<file path="src/hdl/fast_atan2_approx_macros.svh">
// ----------------------------------------------------------------------------
// fast_atan2_approx assertion macros
// shared concurrent assertion forms for the atan2 pipeline
// ----------------------------------------------------------------------------
`ifndef FAST_ATAN2_APPROX_MACROS_SVH
`define FAST_ATAN2_APPROX_MACROS_SVH

// same-cycle implication
`define FA2_ASSERT_NOW(label, clk, rst, ante, cons, msg) \
  label: assert property (@(posedge clk) disable iff (rst) (ante) |-> (cons)) \
    else $error(msg);

// next-cycle implication
`define FA2_ASSERT_NEXT(label, clk, rst, ante, cons, msg) \
  label: assert property (@(posedge clk) disable iff (rst) (ante) |=> (cons)) \
    else $error(msg);

`endif

</file>
<file path="src/hdl/fa2_pkg.sv">
// ----------------------------------------------------------------------------
// fa2_pkg
// constants, widths and shared types of the cubic atan2 pipeline
// ----------------------------------------------------------------------------
`timescale 1ns / 1ps

package fa2_pkg;

  localparam int COORD_WIDTH_DEF     = 16;
  localparam int ANGLE_FRAC_BITS_DEF = 13;

  localparam int R_FRAC     = 15;
  localparam int QUO_WIDTH  = R_FRAC + 1;
  localparam int DIV_STAGES = QUO_WIDTH;

  localparam int COEF_CUBE_WIDTH = 13;
  localparam int COEF_LIN_WIDTH  = 15;
  localparam logic [COEF_CUBE_WIDTH-1:0] COEF_CUBE = 13'd5967;
  localparam logic [COEF_LIN_WIDTH-1:0]  COEF_LIN  = 15'd31703;

  localparam int BASE_FRAC   = 30;
  localparam int BASE_WIDTH  = 32;
  localparam int SUM_FRAC    = 60;
  localparam int Q2_WIDTH    = 31;
  localparam int LIN_M_WIDTH = 30;
  localparam int C2_WIDTH    = 43;
  localparam int C3_WIDTH    = 58;
  localparam int P_WIDTH     = 60;
  localparam int TOTAL_WIDTH = 64;

  localparam logic [BASE_WIDTH-1:0]  QUARTER_PI_Q30       = 32'd843314857;
  localparam logic [BASE_WIDTH-1:0]  THREE_QUARTER_PI_Q30 = 32'd2529944570;
  localparam logic [TOTAL_WIDTH-1:0] PI_Q30               = 64'd3373259426;

  typedef struct packed {
    logic zero_den;
    logic r_neg;
    logic far_half;
    logic y_neg;
  } fa2_flags_t;

  // pi rounded to the output fraction width
  function automatic logic [TOTAL_WIDTH-1:0] pi_limit(input int frac_bits);
    return (PI_Q30 + (64'd1 << (29 - frac_bits))) >> (30 - frac_bits);
  endfunction

endpackage

</file>
<file path="src/hdl/fa2_round.sv">
// ----------------------------------------------------------------------------
// fa2_round
// round to nearest away from zero, saturate to pi, apply the sign of y
// ----------------------------------------------------------------------------
`timescale 1ns / 1ps

module fa2_round import fa2_pkg::*; #(
  parameter int ANGLE_FRAC_BITS = ANGLE_FRAC_BITS_DEF
) (
  input  logic                       clk,
  input  logic                       rst,
  input  logic                       en,
  input  logic                       in_valid,
  input  logic [TOTAL_WIDTH-1:0]     total,
  input  fa2_flags_t                 in_flags,
  output logic                       out_valid,
  output logic [ANGLE_FRAC_BITS+2:0] angle
);

  localparam int OUT_WIDTH = ANGLE_FRAC_BITS + 3;
  localparam int SHIFT     = SUM_FRAC - ANGLE_FRAC_BITS;
  localparam int MAG_WIDTH = TOTAL_WIDTH - SHIFT;
  localparam logic [TOTAL_WIDTH-1:0] HALF  = TOTAL_WIDTH'(1) << (SHIFT - 1);
  localparam logic [MAG_WIDTH-1:0]   LIMIT = MAG_WIDTH'(pi_limit(ANGLE_FRAC_BITS));

  logic [2:0] v;

  logic [TOTAL_WIDTH-1:0] sum;
  logic [MAG_WIDTH-1:0]   sat;
  logic [OUT_WIDTH-1:0]   sat_o;
  logic                   flip;

  logic [TOTAL_WIDTH-1:0] r1_abs;
  logic                   r1_neg;
  logic                   r1_y_neg;
  logic [MAG_WIDTH-1:0]   r2_mag;
  logic                   r2_neg;
  logic                   r2_y_neg;

  always_comb begin
    sum   = r1_abs + HALF;
    sat   = (r2_mag > LIMIT) ? LIMIT : r2_mag;
    sat_o = sat[OUT_WIDTH-1:0];
    flip  = r2_neg ^ r2_y_neg;
  end

  always_ff @(posedge clk) begin
    if (rst) begin
      v <= '0;
    end else if (en) begin
      v <= {v[1:0], in_valid};
    end
  end

  always_ff @(posedge clk) begin
    if (en) begin
      r1_abs   <= total[TOTAL_WIDTH-1] ? (TOTAL_WIDTH'(0) - total) : total;
      r1_neg   <= total[TOTAL_WIDTH-1];
      r1_y_neg <= in_flags.y_neg;

      r2_mag   <= sum[TOTAL_WIDTH-1:SHIFT];
      r2_neg   <= r1_neg;
      r2_y_neg <= r1_y_neg;

      angle    <= flip ? (OUT_WIDTH'(0) - sat_o) : sat_o;
    end
  end

  assign out_valid = v[2];

endmodule

</file>
<file path="config.mk">
export PLATFORM = sky130hd
export DESIGN_NAME = fa2_round
export DESIGN_NICKNAME = d
export VERILOG_FILES = /design/src/hdl/fast_atan2_approx_macros.svh /design/src/hdl/fa2_pkg.sv /design/src/hdl/fa2_round.sv
export SDC_FILE = /design/constraint.sdc
export NUM_CORES = 1
export LEC_CHECK = 0
export BUFFER_PORTS_ARGS = -buffer_cell sky130_fd_sc_hd__buf_2
export CAP_MARGIN = 10
export CORE_MARGIN = 3
export CORE_UTILIZATION = 45
export DETAILED_ROUTE_END_ITERATION = 8
export PLACE_DENSITY = 0.71
export SLEW_MARGIN = 15
export SYNTH_ARGS = -nofsm -noshare
export SYNTH_HDL_FRONTEND = slang
export SYNTH_SLANG_ARGS = --single-unit
</file>
<file path="constraint.sdc">
create_clock -name clk -period 4.2 [get_ports clk]
set_clock_uncertainty 0.2 [all_clocks]
set_input_delay 0.63 -clock clk [delete_from_list [all_inputs] [get_ports clk]]
set_output_delay 0.63 -clock clk [all_outputs]
set_load 0.05 [all_outputs]
</file>
# Word-level counts from Yosys, hierarchy flattened
# Index checks and enable logic that the tools add are counted.
# word_totals
register_bits	104
output_inout_bits	17
# classes
n_addsub	3
magnitude_cmp	1
muxes	3
n_bitwise	1
# op_table
op	count
64-bit by 47-bit adder with 64-bit output (second input constant)	1
1-bit by 64-bit subtractor with 64-bit output (first input constant)	1
63-bit two-way mux	1
16-bit two-way mux	2
17-bit by 15-bit > comparator with 1-bit output (second input constant)	1
1-bit by 16-bit subtractor with 16-bit output (first input constant)	1
1-bit bitwise XOR	1

# Logic depth before layout (Yosys ltp)
# depth
depth_word	4
depth_mapped	11
mapped_depth_nobuf	10

# Worst setup path after synthesis
# Ideal clock, no wire load.
# synth_timing
kind	register to register
from	reg r2_mag[11]
to	reg angle[14] (data pin)
arrival_ns	2.633
required_ns	3.739
slack_ns	1.106
stages_incl_launch_ff	12
path_cell_list	edfxtp_1 > or4_1 > o21ai_1 > o21a_1 > buf_2 > nand2_1 > ha_1 > nand2b_1 > or3_4 > or4_1 > o21ai_0 > a221o_1
# synth_via
elab_chain_len	4
# synth_rtl
item	line_no	text
start, declared	fa2_round.sv:36	logic [MAG_WIDTH-1:0] r2_mag;
start signal, assigned	fa2_round.sv:61	r2_mag <= sum[TOTAL_WIDTH-1:SHIFT];
17-bit by 15-bit > comparator with 1-bit output	fa2_round.sv:42	sat = (r2_mag > LIMIT) ? LIMIT : r2_mag;
16-bit two-way mux (*)	fa2_round.sv:42	
1-bit by 16-bit subtractor with 16-bit output	fa2_round.sv:65	angle <= flip ? (OUT_WIDTH'(0) - sat_o) : sat_o;
16-bit two-way mux (*)	fa2_round.sv:65	
end signal, assigned	fa2_round.sv:65	
end, declared	fa2_round.sv:17	output logic [ANGLE_FRAC_BITS+2:0] angle
# Mark *: on every way between the ends. The rest lies on a longest branch, timed or not.
# A chain may end at the register's enable or synchronous reset.

# Final worst setup path
# Ends and elaborated chain as after synthesis.

==> results.ini <==
[outcome]
status=completed

[cts]
postCtsSetupBuffers=0
cts_root_buffer=clkbuf_8
clk_pin_slew_ns=0.06
numClockSinks=58
cts_tree=done
clk_latency_ns=0.33
clockBufferDepth=2
cts_resized=0
ctsHtreeMaxLevel=3
cts-buffers-inserted=9
cts_hold_buf=0

[synth]
syn_nets=335
synth_edf_count=55
ys_seq_area_frac=0.551
async_reset_ff_frac=0
syn_inst=261
synth_ff_type=edfxtp_1
synth_area_per_cell_um2=11.9
ys_types=52
yosys_warnings=0
synth_seq_cells=58
synth_area_mm2=0.00311

[cells_and_area]
final_common_cell=buf_2
antenna_cells=0
layout-drive-gt1-share=0.319
final_cell_mix=85 x buf_2, 55 x edfxtp_1, 29 x xnor2_1
nets=426
final-instance-count-excl-fill=434
fillCellCount=547
fin_util=0.591
syn_to_final_growth_pct=24.1

[timing]
rsz0062_at_grt=false
hold_ws_ns=0.218
layout_worst_path_cycle_share=0.801
fmax_mhz=297
min_period_ns=3.36
slew_violations=0
tns_ns=0
setup_viol=0
slew_headroom=0.363
hold_viol=0
tightest_slew_ns=0.952

[floorplanning]
num_rows=29
core_mm2=0.00653
die_height_um=89.1
io_pins=89
die_w_um=89.1
initial_core_util=0.476
die_area_mm2=0.00794

[worst_setup_path]
arrival_ns=3.24
rr_worst_depth=11
r2r_slack_ns=0.84
startpoint=r2_mag[11]$_DFFE_PP_
end_kind=flop
rr_startpoint=r2_mag[11]$_DFFE_PP_
critical_path_class=flop to flop
cp.required_ns=4.08
rr_endpoint=angle[14]$_DFFE_PP_
path_max_fanout=9
start_kind=flop
endpoint=angle[14]$_DFFE_PP_

[place]
dp.cells=418
hpwl_mm=4.26
routabilityCongestion=0.838
io_buffer_count=85

[routing]
drtAntennaViolNets=0
vias=2382
routed_wl_mm=5.57
drc=0
drt_iter0_markers=62
via_per_inst=5.49
firstDrtPassIters=4
wire_per_inst_um=12.8

[grt]
grt_pass1_vias=2172
grt_pass1_wl_mm=9.32
antenna_found_initial=0
grt_max_degree=38
track_usage=0.152
grt_overflow_total=0

[hold_path]
hold_class=flop to flop

[job]
drv_cap=0

[pwr]
max-vdd-ir-drop_v=0.000167
p_per_area_mw_per_mm2=412
p_leak_nw=1.43

-- where the power goes --
group,leakage [nW],switching [mW],total (mW),internal [mW]
Clock,0.119,0.208,0.589,0.381
Combinational,0.753,0.155,0.255,0.101
Sequential,0.562,0.0387,0.745,0.706
Total,1.43,0.401,1.59,1.19
-- flip-flops by register name, indices dropped and copies added (netlist names) --
| signal | count |
|---|---|
| angle | 16 |
| r2_neg | 1 |
| r2_y_neg | 1 |
| r1_y_neg | 1 |
| v | 3 |
| r1_abs | 18 |
| r2_mag | 17 |
| r1_neg | 1 |
-- worst min-delay path by stage --
stage / cells past startpoint / end / start
finish: 0 / r2_neg$_DFFE_PP_ / r1_neg$_DFFE_PP_
global route: 0 / r2_neg$_DFFE_PP_ / r1_neg$_DFFE_PP_
floorplan: 0 / r2_neg$_DFFE_PP_ / r1_neg$_DFFE_PP_
CTS: 0 / r2_neg$_DFFE_PP_ / r1_neg$_DFFE_PP_
detailed placement: 0 / r2_neg$_DFFE_PP_ / r1_neg$_DFFE_PP_
global placement: 0 / r2_y_neg$_DFFE_PP_ / r1_y_neg$_DFFE_PP_
-- cell usage after synthesis (2+ instances only) --
master,n,area (µm²)
o31a_1,2,17.5
nand2_1,14,52.6
clkbuf_1,6,22.5
or3_1,6,37.5
nand4_1,4,25.0
and3_1,2,12.5
nand4bb_1,2,22.5
inv_1,5,18.8
or3_4,2,22.5
xnor2_1,29,254
nor2_1,21,78.8
nor4bb_1,2,20.0
o41ai_1,4,35.0
ha_1,2,25.0
a21oi_1,3,15.0
edfxtp_1,55,1650
o31ai_1,7,52.6
o21ai_0,13,65.1
or4_4,3,33.8
mux2i_1,4,40.0
o21a_1,2,15.0
buf_2,2,10.0
a31oi_1,3,18.8
xor2_1,9,78.8
nand3_1,8,40.0
nor4_1,10,62.6
or4_1,5,37.5
a221oi_1,2,17.5
dfxtp_1,3,60.1
a311oi_1,2,17.5
nor3_1,8,40.0
-- per-stage QoR --
step / cell area, µm² / setup WS (ns) / power [mW]
2_1_floorplan: 3110 / 1.11 / 0.922
3_3_place_gp: 3620 / 0.860 / 1.01
4_1_cts: 3860 / 0.812 / 1.61
3_5_place_dp: 3620 / 0.783 / 1.01
6_report: 3860 / 0.837 / 1.59
5_1_grt: 3860 / 0.594 / 1.67
-- critical path, cell delays in order, from the launching register on --
cell,delay [ns]
edfxtp_1,0.47
or4_1,0.60
o21ai_1,0.16
buf_4,0.16
o21a_1,0.34
nand2_1,0.14
ha_1,0.24
nand2b_1,0.12
or3_4,0.16
or4_1,0.11
o21ai_0,0.07
a221o_1,0.33
-- cell families (layout without fill, tap and decap cells) --
group                    count (synthesis)  count (layout)  share of synthesized area
AO/OA/AOI/OAI                           50              50                      0.126
XOR/XNOR                                38              38                      0.107
adder cells (fa/ha/maj)                  2               2                    0.00805
buffers and inverters                   13             109                     0.0165
flip-flops                              58              58                      0.551
multiplexers                             4               4                     0.0129
AND/OR/NAND/NOR                         96              96                      0.179
-- metal layers --
| layer | GRT usage | wire length, µm |
|---|---|---|
| met2 | 0.261 | 2860 |
| met3 | 0.0562 | 322 |
| met5 | 0 | 0 |
| met4 | 0.0568 | 21 |
| met1 | 0.171 | 2370 |
-- cell type report --
cell class                 count  area [µm²]  share of cell area
timing repair buffer          88         448               0.116
clock buffer                  12         165              0.0428
inverter                       5        18.8             0.00486
multi-input combinational    190        1350               0.349
tap                           77        96.3              0.0250
clock inverter                 4        72.6              0.0188
sequential                    58        1710               0.444
Power figures use the tool's default switching activity.
