File: src/hdl/fast_atan2_approx_macros.svh
// ----------------------------------------------------------------------------
// fast_atan2_approx assertion macros
// shared concurrent assertion forms for the atan2 pipeline
// ----------------------------------------------------------------------------
`ifndef FAST_ATAN2_APPROX_MACROS_SVH
`define FAST_ATAN2_APPROX_MACROS_SVH

// same-cycle implication
`define FA2_ASSERT_NOW(label, clk, rst, ante, cons, msg) \
  label: assert property (@(posedge clk) disable iff (rst) (ante) |-> (cons)) \
    else $error(msg);

// next-cycle implication
`define FA2_ASSERT_NEXT(label, clk, rst, ante, cons, msg) \
  label: assert property (@(posedge clk) disable iff (rst) (ante) |=> (cons)) \
    else $error(msg);

`endif

File: src/hdl/fa2_pkg.sv
// ----------------------------------------------------------------------------
// fa2_pkg
// constants, widths and shared types of the cubic atan2 pipeline
// ----------------------------------------------------------------------------
`timescale 1ns / 1ps

package fa2_pkg;

  localparam int COORD_WIDTH_DEF     = 16;
  localparam int ANGLE_FRAC_BITS_DEF = 13;

  localparam int R_FRAC     = 15;
  localparam int QUO_WIDTH  = R_FRAC + 1;
  localparam int DIV_STAGES = QUO_WIDTH;

  localparam int COEF_CUBE_WIDTH = 13;
  localparam int COEF_LIN_WIDTH  = 15;
  localparam logic [COEF_CUBE_WIDTH-1:0] COEF_CUBE = 13'd5967;
  localparam logic [COEF_LIN_WIDTH-1:0]  COEF_LIN  = 15'd31703;

  localparam int BASE_FRAC   = 30;
  localparam int BASE_WIDTH  = 32;
  localparam int SUM_FRAC    = 60;
  localparam int Q2_WIDTH    = 31;
  localparam int LIN_M_WIDTH = 30;
  localparam int C2_WIDTH    = 43;
  localparam int C3_WIDTH    = 58;
  localparam int P_WIDTH     = 60;
  localparam int TOTAL_WIDTH = 64;

  localparam logic [BASE_WIDTH-1:0]  QUARTER_PI_Q30       = 32'd843314857;
  localparam logic [BASE_WIDTH-1:0]  THREE_QUARTER_PI_Q30 = 32'd2529944570;
  localparam logic [TOTAL_WIDTH-1:0] PI_Q30               = 64'd3373259426;

  typedef struct packed {
    logic zero_den;
    logic r_neg;
    logic far_half;
    logic y_neg;
  } fa2_flags_t;

  // pi rounded to the output fraction width
  function automatic logic [TOTAL_WIDTH-1:0] pi_limit(input int frac_bits);
    return (PI_Q30 + (64'd1 << (29 - frac_bits))) >> (30 - frac_bits);
  endfunction

endpackage

File: src/hdl/fa2_div.sv
// ----------------------------------------------------------------------------
// fa2_div
// restoring divider, one quotient bit per stage, |num| / den in Q1.15
// ----------------------------------------------------------------------------
`timescale 1ns / 1ps

module fa2_div import fa2_pkg::*; #(
  parameter int COORD_WIDTH = COORD_WIDTH_DEF
) (
  input  logic                   clk,
  input  logic                   rst,
  input  logic                   en,
  input  logic                   in_valid,
  input  logic [COORD_WIDTH:0]   num_mag,
  input  logic [COORD_WIDTH+1:0] den,
  input  fa2_flags_t             in_flags,
  output logic                   out_valid,
  output logic [QUO_WIDTH-1:0]   quo,
  output fa2_flags_t             out_flags
);

  localparam int DW = COORD_WIDTH + 2;
  localparam int RW = COORD_WIDTH + 3;

  logic                 s_valid [DIV_STAGES];
  logic [RW-1:0]        s_rem   [DIV_STAGES];
  logic [DW-1:0]        s_den   [DIV_STAGES];
  logic [QUO_WIDTH-1:0] s_quo   [DIV_STAGES];
  fa2_flags_t           s_flags [DIV_STAGES];

  for (genvar i = 0; i < DIV_STAGES; i++) begin : g_stage
    logic [RW-1:0]        trial;
    logic [DW-1:0]        den_src;
    logic [QUO_WIDTH-1:0] quo_src;
    fa2_flags_t           flags_src;
    logic                 valid_src;
    logic                 fits;

    if (i == 0) begin : g_first
      assign trial     = {2'b00, num_mag};
      assign den_src   = den;
      assign quo_src   = '0;
      assign flags_src = in_flags;
      assign valid_src = in_valid;
    end else begin : g_next
      assign trial     = {s_rem[i-1][RW-2:0], 1'b0};
      assign den_src   = s_den[i-1];
      assign quo_src   = s_quo[i-1];
      assign flags_src = s_flags[i-1];
      assign valid_src = s_valid[i-1];
    end

    assign fits = (trial >= {1'b0, den_src});

    always_ff @(posedge clk) begin
      if (rst) begin
        s_valid[i] <= 1'b0;
      end else if (en) begin
        s_valid[i] <= valid_src;
      end
    end

    always_ff @(posedge clk) begin
      if (en) begin
        s_rem[i]   <= fits ? (trial - {1'b0, den_src}) : trial;
        s_den[i]   <= den_src;
        s_quo[i]   <= {quo_src[QUO_WIDTH-2:0], fits};
        s_flags[i] <= flags_src;
      end
    end
  end

  assign out_valid = s_valid[DIV_STAGES-1];
  assign quo       = s_quo[DIV_STAGES-1];
  assign out_flags = s_flags[DIV_STAGES-1];

endmodule

File: config.mk
export PLATFORM = sky130hd
export DESIGN_NAME = fa2_div
export DESIGN_NICKNAME = d
export VERILOG_FILES = /design/src/hdl/fast_atan2_approx_macros.svh /design/src/hdl/fa2_pkg.sv /design/src/hdl/fa2_div.sv
export SDC_FILE = /design/constraint.sdc
export NUM_CORES = 1
export LEC_CHECK = 0
export BUFFER_PORTS_ARGS = -buffer_cell sky130_fd_sc_hd__buf_2
export CAP_MARGIN = 20
export CORE_ASPECT_RATIO = 1.25
export CORE_MARGIN = 8
export CORE_UTILIZATION = 51
export CTS_CLUSTER_DIAMETER = 80
export CTS_CLUSTER_SIZE = 8
export DETAILED_ROUTE_END_ITERATION = 10
export GPL_TIMING_DRIVEN = 0
export PLACE_DENSITY = 0.66
export SYNTH_ARGS = -nofsm -noshare
export SYNTH_HDL_FRONTEND = slang
export SYNTH_SLANG_ARGS = --single-unit
File: constraint.sdc
create_clock -name clk -period 3.14 [get_ports clk]
set_input_delay 0.314 -clock clk [delete_from_list [all_inputs] [get_ports clk]]
set_output_delay 0.314 -clock clk [all_outputs]
set_load 0.02 [all_outputs]
# Word-level counts from Yosys, hierarchy flattened
# Memories as Yosys holds them, arrays and structs flattened.
# Index checks and enable logic that the tools add are counted.
# totals
register_bits	0
mem_bits_rw	928
out_inout_bits	21
memories	5
# memory_table
name	depth	width	rd	rd_clocked_by_memory_dff	write_ports	line	rtl
s_rem	16	19	15	0	16	fa2_div.sv:26	logic [RW-1:0] s_rem [DIV_STAGES];
s_den	16	18	15	0	16	fa2_div.sv:27	logic [DW-1:0] s_den [DIV_STAGES];
s_quo	16	16	16	0	16	fa2_div.sv:28	logic [QUO_WIDTH-1:0] s_quo [DIV_STAGES];
s_flags	16	4	16	0	16	fa2_div.sv:29	fa2_flags_t s_flags [DIV_STAGES];
s_valid	16	1	16	0	16	fa2_div.sv:25	logic s_valid [DIV_STAGES];
# classes
add_sub_neg	16
order_cmp	16
muxes	38
bitwise	16
# op_table
cell	n
$mux W19	16
$ge A19 B18 Y1	15
$sub A19 B18 Y19	15
$mux W1	22
$sub A17 B18 Y19	1
$ge A17 B18 Y1	1
$or A1 B1 Y1	16

# Depth between registers and ports, before layout
# depth
word_depth	4
mapped_depth	12

# Worst setup path after synthesis
# OpenSTA, ideal clock, no wires.
# synth_path
path_kind	flip-flop to flip-flop
start	memory s_rem[1][76] (netlist bit)
end	memory s_rem[1][105] (netlist bit), data pin
arrival_ps	2866
required_time_ps	2880
setup_slack_ps	14
stages_incl_launch_ff	11
cell_sequence	edfxtp_1 > ha_1 > nor2b_1 > o31a_1 > o31ai_4 > a21oi_2 > a31oi_1 > o21ai_1 > a2111oi_4 > buf_6 > mux2_4
# synth_rtl
item	line
start, declared	fa2_div.sv:26

==> results.cfg <==
[cells_and_area]
final_area_um2 = 46100
layout-drive-gt1-share_pct = 15.9
syn2layout_area_growth_pct = 16.4
antenna_cells = 0
nNetsFinal = 3855
nFillCells = 6030
final_cell_mix = 756 x edfxtp_1, 341 x inv_1, 277 x ha_1, 222 x o21ai_0, 218 x nand2_1
mostFrequentLayoutCell = edfxtp_1

[clock_tree]
cts_buffers = 104
clock_latency_ns = 0.67
cts.sinks = 756
tritoncts = yes
clkTransAtPathRegs_ns = 0.05
cts-root-to-sink-buffers = 3
cts-root-buf = clkbuf_16
h-tree-depth = 3

[yosys]
ys_types = 83
synth_area_per_cell_um2 = 12.3
ys_ff_latch = 756
yosysSeqAreaShare_pct = 57.3
synthFlopType = edfxtp_1
async_flop_share_pct = 0
syn_nets = 3575
synth_edf_count = 756
syn_area_um2 = 39600
ys_warn_count = 0
syn_inst = 3231

[sta]
period_share_pct = 100
slew_headroom_pct = 49.6
report.final.setup_viol = 2
max_freq_mhz = 317
drv_slew = 0
worst_pin_slew_ns = 0.737
grt_setup_unrepaired = yes
hold_viol_final = 0
fin_skew_ns = 0.0371
setup_slack_ns = -0.0125
fin_crit_ns = 3.15

[detailed_routing]
drc = 0
first_iter_violations = 1601
via_per_inst = 5.65
detail_route.first_pass.iterations = 6
num_vias = 25800
drt.antenna.violating_nets = 0
post_drt_wl_per_cell_um = 19.1
drt_wl_total_mm = 86.9

[grt]
antenna_found_initial = 0
grt_overflow_total = 0
track_usage_pct = 19.4
grt_max_degree = 123
grt_pass1_wl_mm = 135
grt_pass1_vias = 26600

[die]
die_x_um = 265
die_area_um2 = 86900
coreArea_um2 = 77200
start_util_pct = 51.4
die_h_um = 328
rows = 114
num_io_pins = 64

[pwr]
ir_drop_mv = 0.514
p_per_area_nw_per_um2 = 999
p_leak_nw = 18.4
power.total_mw = 46.1

[critical_path]
cp.required_ns = 3.52
critical_path.endpoint_type = flop
cp_common_cell = buf_4
cp_top_family = compound AO/OA/AOI/OAI gates
cp_data_arrival_time_ns = 3.53
critPathBufInv = 3
cp.depth = 11
cp-start-kind = flop
crit_type = reg2reg
worstPathMaxFanout = 5
worst_path_max_delay_cell = edfxtp_1
crit_chain = ha_1, nor2b_1, o31a_1, o41a_1, a21oi_2, a211oi_1, o41ai_2, buf_4, clkdlybuf4s15_2, buf_4, o21ai_0
critPathMaxStageDelay_ns = 0.44
r2r_cells = 11

[job]
drv_cap = 0

[worst_hold_path]
hold_depth = 3
hp-class = in2reg

[placement]
globalplace.congestion = 0.986
place_area_um2 = 41400
numPortBuffers = 63
detailed_place_hpwl_mm = 62.6

[status]
status = complete, but fails checks
violations = negative setup slack
## worst register-to-register path, cell delays in order (launching register included)
cell             delay (ns)
edfxtp_1               0.44
ha_1                   0.34
nor2b_1                0.15
o31a_1                 0.28
o41a_1                 0.39
a21oi_2                0.20
a211oi_1               0.12
o41ai_2                0.31
buf_4                  0.18
clkdlybuf4s15_2        0.25
buf_4                  0.13
o21ai_0                0.08
## power by group
part           switching [mW]  leakage (nW)  internal (mW)
Combinational            11.1          9.62           9.19
Clock                    3.97          1.35           5.89
Sequential               1.35          7.43           14.5
## state kept, by name, summed over array words and instances (netlist names)
register	flops
s_den	270
s_valid	16
s_flags	64
s_quo	136
s_rem	270
## metrics by stage
stage / instances / hold WS, ns / utilization [%] / setup TNS, ns / setup slack (ns)
4_1_cts: 4529 / 0.102 / 59.0 / -0.207 / -0.0457
3_3_place_gp: 4338 / 0.400 / 53.5 / -7108.33 / -9.79
2_1_floorplan: 3231 / 0.400 / - / 0 / 0.0136
3_5_place_dp: 4344 / 0.405 / 53.7 / -137.30 / -1.20
5_1_grt: 4561 / 0.126 / 59.8 / -1.74 / -0.0895
6_report: 4561 / 0.156 / 59.8 / -0.0166 / -0.0125
## synthesized netlist by cell type (5+ instances only)
| cell | n | share of area (%) |
|---|---|---|
| a31oi_1 | 20 | 0.32 |
| o21a_1 | 35 | 0.66 |
| mux2_2 | 117 | 3.3 |
| nand3_1 | 53 | 0.67 |
| a211oi_1 | 32 | 0.61 |
| o31ai_1 | 18 | 0.34 |
| nand2b_1 | 23 | 0.36 |
| nor4_1 | 21 | 0.33 |
| nand4_1 | 29 | 0.46 |
| nor3_1 | 56 | 0.71 |
| o211ai_1 | 11 | 0.21 |
| ha_1 | 286 | 9.0 |
| nor2b_1 | 38 | 0.60 |
| fa_1 | 15 | 0.76 |
| and4_1 | 8 | 0.18 |
| or4_1 | 5 | 0.095 |
| or2_2 | 13 | 0.21 |
| o41ai_1 | 14 | 0.31 |
| xnor2_1 | 142 | 3.1 |
| o21ai_0 | 232 | 2.9 |
| a31o_2 | 5 | 0.11 |
| or3_1 | 17 | 0.27 |
| and2_1 | 20 | 0.32 |
| a21o_1 | 78 | 1.5 |
| buf_2 | 7 | 0.088 |
| mux2_4 | 15 | 0.57 |
| o2111ai_1 | 5 | 0.11 |
| and3_1 | 14 | 0.22 |
| o31a_1 | 7 | 0.15 |
| xor2_1 | 63 | 1.4 |
| clkbuf_1 | 35 | 0.33 |
| nand3b_1 | 8 | 0.15 |
| nor2_1 | 130 | 1.2 |
| edfxtp_1 | 756 | 57 |
| inv_1 | 347 | 3.3 |
| nand2_1 | 219 | 2.1 |
| a2111oi_0 | 9 | 0.20 |
| o21bai_1 | 20 | 0.38 |
| mux2i_1 | 5 | 0.13 |
| a21oi_1 | 217 | 2.7 |
| o21ai_1 | 5 | 0.063 |
| a21bo_2 | 5 | 0.13 |
| a41o_1 | 8 | 0.20 |
## final cells by class
type / instances / area [µm²] / area share [%]
Sequential cell: 756 / 22700 / 49.2
Multi-Input combinational cell: 2081 / 16200 / 35.2
Clock buffer: 104 / 2600 / 5.64
Timing Repair Buffer: 181 / 1540 / 3.34
Tap cell: 1044 / 1310 / 2.83
Inverter: 347 / 1300 / 2.82
Buffer: 40 / 267 / 0.578
Clock inverter: 8 / 158 / 0.342
## routing by layer
layer / vias to the layer above / wire length [µm] / global-route usage (%)
met5: - / 0 / 0
met1: 12500 / 33300 / 20.8
met3: 228 / 2990 / 2.71
li1: 12500 / - / -
met4: 0 / 4310 / 9.80
met2: 588 / 46400 / 36.6
## path summary, 6_finish.rpt
kind                                           startpoint  slack, ns                 endpoint
worst min register to register     s_quo[11][0]$_DFFE_PP_       0.41   s_quo[12][1]$_DFFE_PP_
worst max register to register  s_rem[1][0]$_SDFFCE_PN0P_      -0.01   s_rem[1][28]$_DFFE_PP_
worst max-delay path            s_rem[1][0]$_SDFFCE_PN0P_      -0.01   s_rem[1][28]$_DFFE_PP_
worst min-delay path                                  rst       0.16  s_valid[1][3]$_DFFE_PP_
## cell families (layout without fill, tap and decap cells)
group	after synthesis	after routing	synth area share, %
muxes	138	138	4.05
buffers and inverters	394	680	3.84
AOI/OAI and AO/OA	773	773	12.4
and+or+nand+nor	664	664	8.10
xor gates and xnor gates	205	205	4.53
adders and majority gates	301	301	9.79
DFF	756	756	57.3
## repair_timing
| item | in CTS | in global routing |
|---|---|---|
| hold buffers | 40 | 0 |
| pin swaps | 29 | 40 |
| endpoints found under the hold margin | 40 | 0 |
| buffers inserted | 35 | 33 |
| gates resized for setup | 135 | 99 |
| endpoints found under the setup margin | 256 | 217 |
| cloned | 1 | 3 |
(Power assumes the default switching activity.)
