===== config.mk =====
export PLATFORM = sky130hd
export DESIGN_NAME = fa2_poly
export DESIGN_NICKNAME = d
export VERILOG_FILES = /design/src/hdl/fast_atan2_approx_macros.svh /design/src/hdl/fa2_pkg.sv /design/src/hdl/fa2_poly.sv
export SDC_FILE = /design/constraint.sdc
export NUM_CORES = 2
export LEC_CHECK = 0
export BUFFER_PORTS_ARGS = -buffer_cell sky130_fd_sc_hd__buf_2
export CAP_MARGIN = 5
export CORE_AREA = 4 4 332 334
export DETAILED_ROUTE_END_ITERATION = 6
export DIE_AREA = 0 0 336 338
export GPL_TIMING_DRIVEN = 0
export PLACE_DENSITY = 0.71
export SYNTH_ARGS = -nofsm -noshare
export SYNTH_HDL_FRONTEND = slang
export SYNTH_SLANG_ARGS = --single-unit

===== constraint.sdc =====
create_clock -name clk -period 8.8 [get_ports clk]
set_input_delay 0.88 -clock clk [delete_from_list [all_inputs] [get_ports clk]]
set_output_delay 0.88 -clock clk [all_outputs]
set_load 0.02 [all_outputs]

===== src/hdl/fast_atan2_approx_macros.svh =====
// ----------------------------------------------------------------------------
// fast_atan2_approx assertion macros
// shared concurrent assertion forms for the atan2 pipeline
// ----------------------------------------------------------------------------
`ifndef FAST_ATAN2_APPROX_MACROS_SVH
`define FAST_ATAN2_APPROX_MACROS_SVH

// same-cycle implication
`define FA2_ASSERT_NOW(label, clk, rst, ante, cons, msg) \
  label: assert property (@(posedge clk) disable iff (rst) (ante) |-> (cons)) \
    else $error(msg);

// next-cycle implication
`define FA2_ASSERT_NEXT(label, clk, rst, ante, cons, msg) \
  label: assert property (@(posedge clk) disable iff (rst) (ante) |=> (cons)) \
    else $error(msg);

`endif


===== src/hdl/fa2_pkg.sv =====
// ----------------------------------------------------------------------------
// fa2_pkg
// constants, widths and shared types of the cubic atan2 pipeline
// ----------------------------------------------------------------------------
`timescale 1ns / 1ps

package fa2_pkg;

  localparam int COORD_WIDTH_DEF     = 16;
  localparam int ANGLE_FRAC_BITS_DEF = 13;

  localparam int R_FRAC     = 15;
  localparam int QUO_WIDTH  = R_FRAC + 1;
  localparam int DIV_STAGES = QUO_WIDTH;

  localparam int COEF_CUBE_WIDTH = 13;
  localparam int COEF_LIN_WIDTH  = 15;
  localparam logic [COEF_CUBE_WIDTH-1:0] COEF_CUBE = 13'd5967;
  localparam logic [COEF_LIN_WIDTH-1:0]  COEF_LIN  = 15'd31703;

  localparam int BASE_FRAC   = 30;
  localparam int BASE_WIDTH  = 32;
  localparam int SUM_FRAC    = 60;
  localparam int Q2_WIDTH    = 31;
  localparam int LIN_M_WIDTH = 30;
  localparam int C2_WIDTH    = 43;
  localparam int C3_WIDTH    = 58;
  localparam int P_WIDTH     = 60;
  localparam int TOTAL_WIDTH = 64;

  localparam logic [BASE_WIDTH-1:0]  QUARTER_PI_Q30       = 32'd843314857;
  localparam logic [BASE_WIDTH-1:0]  THREE_QUARTER_PI_Q30 = 32'd2529944570;
  localparam logic [TOTAL_WIDTH-1:0] PI_Q30               = 64'd3373259426;

  typedef struct packed {
    logic zero_den;
    logic r_neg;
    logic far_half;
    logic y_neg;
  } fa2_flags_t;

  // pi rounded to the output fraction width
  function automatic logic [TOTAL_WIDTH-1:0] pi_limit(input int frac_bits);
    return (PI_Q30 + (64'd1 << (29 - frac_bits))) >> (30 - frac_bits);
  endfunction

endpackage


===== src/hdl/fa2_poly.sv =====
// ----------------------------------------------------------------------------
// fa2_poly
// cubic term and base angle, exact sum with 60 fraction bits
// ----------------------------------------------------------------------------
`timescale 1ns / 1ps

module fa2_poly import fa2_pkg::*; (
  input  logic                   clk,
  input  logic                   rst,
  input  logic                   en,
  input  logic                   in_valid,
  input  logic [QUO_WIDTH-1:0]   quo,
  input  fa2_flags_t             in_flags,
  output logic                   out_valid,
  output logic [TOTAL_WIDTH-1:0] total,
  output fa2_flags_t             out_flags
);

  localparam logic [QUO_WIDTH-1:0] QUO_ONE = QUO_WIDTH'(1) << R_FRAC;
  localparam int SQ_W  = 2 * QUO_WIDTH;
  localparam int LIN_W = QUO_WIDTH + COEF_LIN_WIDTH;
  localparam int C2P_W = COEF_CUBE_WIDTH + Q2_WIDTH;
  localparam int C3P_W = C2_WIDTH + QUO_WIDTH;

  logic [4:0] v;

  logic [QUO_WIDTH-1:0]   q_eff;
  fa2_flags_t             flags_eff;
  logic [2*QUO_WIDTH-1:0] sq;
  logic [QUO_WIDTH+COEF_LIN_WIDTH-1:0] lin_prod;
  logic [COEF_CUBE_WIDTH+Q2_WIDTH-1:0] c2_prod;
  logic [C2_WIDTH+QUO_WIDTH-1:0]       c3_prod;
  logic [TOTAL_WIDTH-1:0] base_al;
  logic [TOTAL_WIDTH-1:0] p_ext;

  logic [QUO_WIDTH-1:0]   a_q;
  logic [Q2_WIDTH-1:0]    a_q2;
  logic [LIN_M_WIDTH-1:0] a_m1;
  fa2_flags_t             a_flags;
  logic [QUO_WIDTH-1:0]   b_q;
  logic [C2_WIDTH-1:0]    b_c2;
  logic [LIN_M_WIDTH-1:0] b_m1;
  fa2_flags_t             b_flags;
  logic [C3_WIDTH-1:0]    c_c3;
  logic [P_WIDTH-1:0]     c_lin;
  fa2_flags_t             c_flags;
  logic [P_WIDTH-1:0]     d_p;
  fa2_flags_t             d_flags;

  // origin takes r = -1
  always_comb begin
    q_eff           = in_flags.zero_den ? QUO_ONE : quo;
    flags_eff       = in_flags;
    flags_eff.r_neg = in_flags.zero_den | in_flags.r_neg;
    sq              = SQ_W'(q_eff) * SQ_W'(q_eff);
    lin_prod        = LIN_W'(q_eff) * LIN_W'(COEF_LIN);
    c2_prod         = C2P_W'(a_q2) * C2P_W'(COEF_CUBE);
    c3_prod         = C3P_W'(b_c2) * C3P_W'(b_q);
    base_al         = {2'b00, (d_flags.far_half ? THREE_QUARTER_PI_Q30 : QUARTER_PI_Q30),
                       {BASE_FRAC{1'b0}}};
    p_ext           = {{(TOTAL_WIDTH-P_WIDTH){1'b0}}, d_p};
  end

  always_ff @(posedge clk) begin
    if (rst) begin
      v <= '0;
    end else if (en) begin
      v <= {v[3:0], in_valid};
    end
  end

  always_ff @(posedge clk) begin
    if (en) begin
      a_q       <= q_eff;
      a_q2      <= sq[Q2_WIDTH-1:0];
      a_m1      <= lin_prod[LIN_M_WIDTH-1:0];
      a_flags   <= flags_eff;

      b_q       <= a_q;
      b_c2      <= c2_prod[C2_WIDTH-1:0];
      b_m1      <= a_m1;
      b_flags   <= a_flags;

      c_c3      <= c3_prod[C3_WIDTH-1:0];
      c_lin     <= {b_m1, {BASE_FRAC{1'b0}}};
      c_flags   <= b_flags;

      d_p       <= c_lin - {{(P_WIDTH-C3_WIDTH){1'b0}}, c_c3};
      d_flags   <= c_flags;

      total     <= base_al + (d_flags.r_neg ? p_ext : (TOTAL_WIDTH'(0) - p_ext));
      out_flags <= d_flags;
    end
  end

  assign out_valid = v[4];

endmodule


# Yosys cells after proc, flatten, opt, wreduce, memory -nomap -nowiden
# Index checks and enable logic that the tools add are counted.
dict set report totals {
  register_bits 403
  latch_bits 0
  ramBits 0
  mem_bits_ro 0
  input_bits 24
  memories 0
}
dict set report classes {
  add_sub_neg 3
  multipliers 4
  div 0
  magnitude_cmp 0
  n_eq_ne 0
  shifts 0
  mux 3
  n_bitwise 1
  reduce_logical 0
}
# cell count
set op_table {}
lappend op_table {{adder 62 x 64 -> 64 bit} 1}
lappend op_table {{two-way mux 64 bit} 1}
lappend op_table {{subtractor 1 x 60 -> 61 bit, first input constant} 1}
lappend op_table {{subtractor 60 x 58 -> 60 bit} 1}
lappend op_table {{multiplier 43 x 16 -> 58 bit} 1}
lappend op_table {{multiplier 31 x 13 -> 43 bit, second input constant} 1}
lappend op_table {{two-way mux 32 bit} 1}
lappend op_table {{multiplier 16 x 16 -> 31 bit} 1}
lappend op_table {{multiplier 16 x 15 -> 30 bit, second input constant} 1}
lappend op_table {{two-way mux 16 bit} 1}
lappend op_table {{bitwise OR 1 bit} 1}

# Longest topological paths before layout
dict set report logic_depth {
  word_depth 3
  ltp_mapped 28
  depth_no_buf 26
}

# Worst setup path before layout
# OpenSTA, ideal clock, no wires.
dict set report synth_timing {
  kind {input-to-reg}
  startpoint {input port in_flags[3] in the netlist's numbering}
  endpoint {register a_q2[29], data pin}
  arrival_ns 7.421
  required_ns 8.605
  slack_ns 1.184
  cell_stages 23
  path_cell_list {clkbuf_1 -> clkbuf_1 -> nor2b_1 -> nand2_1 -> fa_1 -> inv_1 -> fa_1 -> fa_1 -> inv_1 -> fa_1 -> fa_1 -> inv_1 -> fa_1 -> ha_1 -> a211o_1 -> a21oi_1 -> o22a_1 -> o21ai_0 -> a41oi_1 -> a21oi_1 -> a211oi_1 -> nor2_1 -> o311ai_0}
}
dict set report synth_via {
  elab_chain_cells 2
}
# element line_no
set synth_rtl {}
lappend synth_rtl {{start: declaration} fa2_poly.sv:13} ;# input fa2_flags_t in_flags,
lappend synth_rtl {{two-way mux 16 bit} fa2_poly.sv:52} ;# q_eff = in_flags.zero_den ? QUO_ONE : quo;
lappend synth_rtl {{via q_eff[9]} fa2_poly.sv:27} ;# logic [QUO_WIDTH-1:0] q_eff;
lappend synth_rtl {{multiplier 16 x 16 -> 31 bit} fa2_poly.sv:55} ;# sq = SQ_W'(q_eff) * SQ_W'(q_eff);
lappend synth_rtl {{via sq[29]} fa2_poly.sv:29} ;# logic [2*QUO_WIDTH-1:0] sq;
lappend synth_rtl {{end signal: assignment} fa2_poly.sv:75} ;# a_q2 <= sq[Q2_WIDTH-1:0];
lappend synth_rtl {{end: declaration} fa2_poly.sv:37} ;# logic [Q2_WIDTH-1:0] a_q2;
# The timed path passes the listed nets, and every way through them passes these cells.
# A chain may end at the register's enable or synchronous reset.

# Worst setup path in the final report
dict set report layout_timing {
  startpoint {register b_q[12]}
  endpoint {register c_c3[55], data pin}
}
dict set report layout_via {
  elab_chain_cells 1
}
# element line_no
set layout_rtl {}
lappend layout_rtl {{start: declaration} fa2_poly.sv:40} ;# logic [QUO_WIDTH-1:0] b_q;
lappend layout_rtl {{start signal: assignment} fa2_poly.sv:79} ;# b_q <= a_q;
lappend layout_rtl {{multiplier 43 x 16 -> 58 bit} fa2_poly.sv:58} ;# c3_prod = C3P_W'(b_c2) * C3P_W'(b_q);
lappend layout_rtl {{via c3_prod[55]} fa2_poly.sv:32} ;# logic [C2_WIDTH+QUO_WIDTH-1:0] c3_prod;
lappend layout_rtl {{end signal: assignment} fa2_poly.sv:84} ;# c_c3 <= c3_prod[C3_WIDTH-1:0];
lappend layout_rtl {{end: declaration} fa2_poly.sv:44} ;# logic [C3_WIDTH-1:0] c_c3;
# The timed path passes the listed nets, and every way through them passes these cells.

==> impl_results.rst <==
.. list-table::
   :header-rows: 1

   * - Metric
     - Value
   * - Proportion of register bits with asynchronous set or reset after synthesis
     - 0%
   * - CP Data Required Time
     - 9110 ps
   * - Number of hold-repair buffers added at the cts stage
     - 0
   * - Proportion of synthesized chip area in sequential cells
     - between 20% and 30%
   * - Share of post-route cells with drive strength above 1
     - 3.85%
   * - Cells traversed along the worst timing path
     - clkbuf_1 > clkbuf_1 > nand2_1 > fa_1 > inv_1 > fa_1 > fa_1 > fa_1 > fa_1 > inv_1 > fa_1 > inv_1 > ha_1 > nand4_1 > nor4_1 > o21ai_0 > a31oi_1 > o211a_1 > o21ai_0 > a31o_2 > o21a_1 > o311ai_0
   * - Worst skew pair latency
     - 660 ps
   * - Final HPWL from detailed placement
     - 120000 um
   * - CP Launch Type
     - flop
   * - Number of nets in the layout
     - 7566
   * - Final setup violation count
     - 0
   * - Final Hold Vio Count
     - 0
   * - Final Routed Wirelength
     - 146000 um
   * - Kind of end point of the critical path
     - flop
   * - Slowest cell on the critical path
     - sky130_fd_sc_hd__clkbuf_1
   * - Maximum number of pins on one net before global-route repair
     - 115
   * - Share of the synthesized area in the top cell type
     - between 30% and 40%
   * - DRC violation count after routing
     - 0
   * - Cell types with the highest counts after synthesis
     - 1347 x sky130_fd_sc_hd__inv_1, 1034 x sky130_fd_sc_hd__fa_1, 632 x sky130_fd_sc_hd__nand2_1
   * - H-tree depth
     - 2
   * - Area post-placement
     - slightly above 60000 um^2
   * - Setup repair bufs after CTS
     - 0
   * - Most common cell in the synthesized netlist
     - sky130_fd_sc_hd__inv_1
   * - Total grt overflow
     - 0
   * - Post-Route Hold Slack
     - 387 ps
   * - Synthesized instance count
     - 5814
   * - Mean Syn Cell Area
     - 10.1 um^2
   * - Wire length of the first global-routing pass
     - 237000 um
   * - Max-slew headroom
     - ~16%
   * - Post-route insts no fill
     - 7400
   * - Placed cells
     - around 7.3k
   * - Via-to-Cell Ratio
     - 5.51
   * - Post-Synthesis Cell Area
     - 58700 um^2
   * - Via count of the routed design
     - 40.8k
   * - Detailed-route wire length per cell
     - 19.7 um
   * - Top achievable clock speed
     - 116 MHz
   * - First-pass iteration count of the detailed router
     - 5
   * - Vias in the first global route
     - 43.3k
   * - I/O Buffers
     - 92
   * - Slack of the worst reg-to-reg path
     - between 150 and 200 ps
   * - Filler cells
     - 9051
   * - Post-synth EDFFs
     - approximately 390
   * - Setup repair after global routing missed its margin
     - no
   * - Worst Path Buf+Inv
     - 5
   * - Die area
     - roughly 110000 um^2
   * - Max-capacitance violation count
     - 0
   * - Setup TNS
     - 0 ps
   * - Sink count of the clock tree
     - 396
   * - Synth Warn #
     - 0
   * - Maximum single-stage delay on the critical path
     - ~760 ps
   * - Placeable core area
     - 107000 um^2
   * - Global-route total usage across every layer
     - roughly 27%
   * - Die Wd
     - 336 um
   * - Tightest Hold Check Type
     - reg -> reg
   * - Slew of the pin with the lowest slew margin
     - approximately 1300 ps
   * - Kind of cell adding the most delay to the critical path
     - adder cells
   * - Clock Skew
     - roughly 65 ps
   * - Maximum fanout along the worst path
     - 10
   * - Number of antenna violations at the first check in global routing
     - 4
   * - Final critical-path share of the clock period
     - a little over nine tenths
   * - Leading post-synthesis cells by cell area
     - sky130_fd_sc_hd__fa_1 35%, sky130_fd_sc_hd__edfxtp_1 20%, sky130_fd_sc_hd__ha_1 12%
   * - Clock input transition at the sequential cells of the worst setup and hold paths
     - 60 ps
   * - Final RePlAce weighted congestion
     - just under 1
   * - Top_reg_cell synth
     - sky130_fd_sc_hd__edfxtp_1
   * - Starting Density
     - 54.9%
   * - Post-detailed-route count of antenna-violating nets
     - 0
   * - Maximum clock insertion buffer count
     - 3
   * - Boundary pin count
     - 93
   * - Arrival time worst endpoint
     - 8910 ps
   * - Overall die height
     - 338 um
   * - Cts bufs inserted
     - 45
   * - Number of pins exceeding their max-slew limit in the final report
     - 0
   * - Fin crit period
     - 8600 ps
   * - Row Count
     - between 100 and 150
   * - Most area-hungry cell type in the Yosys netlist
     - sky130_fd_sc_hd__fa_1
   * - Number of distinct standard cells referenced by the synthesized netlist
     - 91
   * - Register bit total from synthesis
     - 396
   * - Most Frequent Cell on Critical Path
     - sky130_fd_sc_hd__fa_1
   * - 1st-iter DRT viols
     - 2806
   * - CTS tree
     - yes
   * - Root Buffer Master
     - sky130_fd_sc_hd__clkbuf_16
   * - CP Class
     - reg -> reg
   * - Area Growth Syn to Fin
     - 6.64%
   * - Outcome
     - finished clean
   * - Post-route cell area
     - 62500 um^2
==> metrics by stage <==
| stage | setup slack, ps | utilization [%] |
|---|---|---|
| after CTS | 38.4 | 58.5 |
| after floorplan | 1180 | - |
| after global routing | 3.42 | 58.5 |
| final | 200 | 58.5 |
| after global placement | -1450 | 56.9 |
| after detailed placement | -1280 | 57.1 |
==> cell type report <==
cell class	instances	area [um^2]	share of cell area (%)
sequential	396	11800	18.9
tap	1403	1760	2.81
multi-input combinational	3906	41200	65.8
timing repair buffer	97	576	0.920
buffer	168	654	1.05
antenna	1	2.50	0.00400
inverter	1347	5060	8.08
clock buffer	58	1230	1.96
clock inverter	24	279	0.446
==> worst register-to-register path, cell delays in order, from the launching register on <==
cell and delay, ps:
sky130_fd_sc_hd__edfxtp_1 380, sky130_fd_sc_hd__clkbuf_1 540, sky130_fd_sc_hd__clkbuf_1 760, sky130_fd_sc_hd__nand2_1 190, sky130_fd_sc_hd__fa_1 550, sky130_fd_sc_hd__inv_1 60
sky130_fd_sc_hd__fa_1 550, sky130_fd_sc_hd__fa_1 430, sky130_fd_sc_hd__fa_1 420, sky130_fd_sc_hd__fa_1 510, sky130_fd_sc_hd__inv_1 50, sky130_fd_sc_hd__fa_1 510
sky130_fd_sc_hd__inv_1 50, sky130_fd_sc_hd__ha_1 390, sky130_fd_sc_hd__nand4_1 180, sky130_fd_sc_hd__nor4_1 310, sky130_fd_sc_hd__o21ai_0 290, sky130_fd_sc_hd__a31oi_1 490
sky130_fd_sc_hd__o211a_1 250, sky130_fd_sc_hd__o21ai_0 170, sky130_fd_sc_hd__a31o_2 310, sky130_fd_sc_hd__o21a_1 160, sky130_fd_sc_hd__o311ai_0 740
==> cells in the final DEF, fill, tap and decap left out, types with 11 or more instances in the layout <==
master                      synthesis  routed
sky130_fd_sc_hd__edfxtp_1         391     391
sky130_fd_sc_hd__nor2b_1           33      29
sky130_fd_sc_hd__nand4_1           23      23
sky130_fd_sc_hd__nand2_1          632     632
sky130_fd_sc_hd__o21ai_0           96      96
sky130_fd_sc_hd__and2_1           272     272
sky130_fd_sc_hd__o21a_1            31      31
sky130_fd_sc_hd__or3_1             23      23
sky130_fd_sc_hd__a211oi_1          17      17
sky130_fd_sc_hd__and3_1            31      31
sky130_fd_sc_hd__nand3_1           56      56
sky130_fd_sc_hd__or4_1             11      11
sky130_fd_sc_hd__o21bai_1          17      17
sky130_fd_sc_hd__fa_1            1034    1034
sky130_fd_sc_hd__xor2_1           100     100
sky130_fd_sc_hd__o211ai_1          14      14
sky130_fd_sc_hd__or2_2             11      11
sky130_fd_sc_hd__clkbuf_1         161     163
sky130_fd_sc_hd__nand2b_1          30      30
sky130_fd_sc_hd__buf_2              2      93
sky130_fd_sc_hd__ha_1             547     547
sky130_fd_sc_hd__a21o_1            79      79
sky130_fd_sc_hd__nor2_1           161     161
sky130_fd_sc_hd__xnor2_1          174     174
sky130_fd_sc_hd__nor3_1            77      77
sky130_fd_sc_hd__mux2i_1           11      11
sky130_fd_sc_hd__a31oi_1           29      29
sky130_fd_sc_hd__clkbuf_16          0      46
sky130_fd_sc_hd__inv_1           1347    1347
sky130_fd_sc_hd__a21oi_1          188     188
sky130_fd_sc_hd__nor4_1            21      21
==> worst paths after layout <==
kind / to / cells after the start / from
setup reg to reg: c_c3[55] / 22 / b_q[12]
setup / recovery: c_c3[55] / 22 / b_q[12]
hold reg to reg: b_m1[14] / 0 / a_m1[14]
hold / removal: b_m1[14] / 0 / a_m1[14]
==> state kept, by name (all words and copies together), names as in the netlist, 29 cells and up <==
| register | cells |
|---|---|
| a_m1 | 29 |
| c_lin | 29 |
| b_c2 | 41 |
| total | 64 |
| b_m1 | 29 |
| c_c3 | 58 |
| a_q2 | 29 |
| d_p | 60 |
==> metal layers <==
metal	share of wire, %	GRT usage (%)
met1	40	35.5
met2	47	44.5
met3	7.6	4.40
met4	4.8	10.8
met5	0.0089	0
==> logic make-up (layout without fill, tap and decap cells) <==
group	after synthesis	after routing	share of synthesized area (%)
xor gates and xnor gates	274	274	4.09
other	2	6	0.0128
DFF	396	396	20.2
muxes	12	12	0.207
buffers and inverters	1515	1694	9.71
AOI/OAI and AO/OA	602	602	6.83
and+or+nand+nor	1432	1432	12.0
adders and majority gates	1581	1581	47.0
==> repair_timing <==
item,4_1_cts,5_1_grt
gates resized for setup,6,17
cloned,0,0
endpoints found under the setup margin,6,4
Power is left out: the tool's default activity adds up to more than one toggle a clock period on the data nets, which glitch-free logic cannot reach.
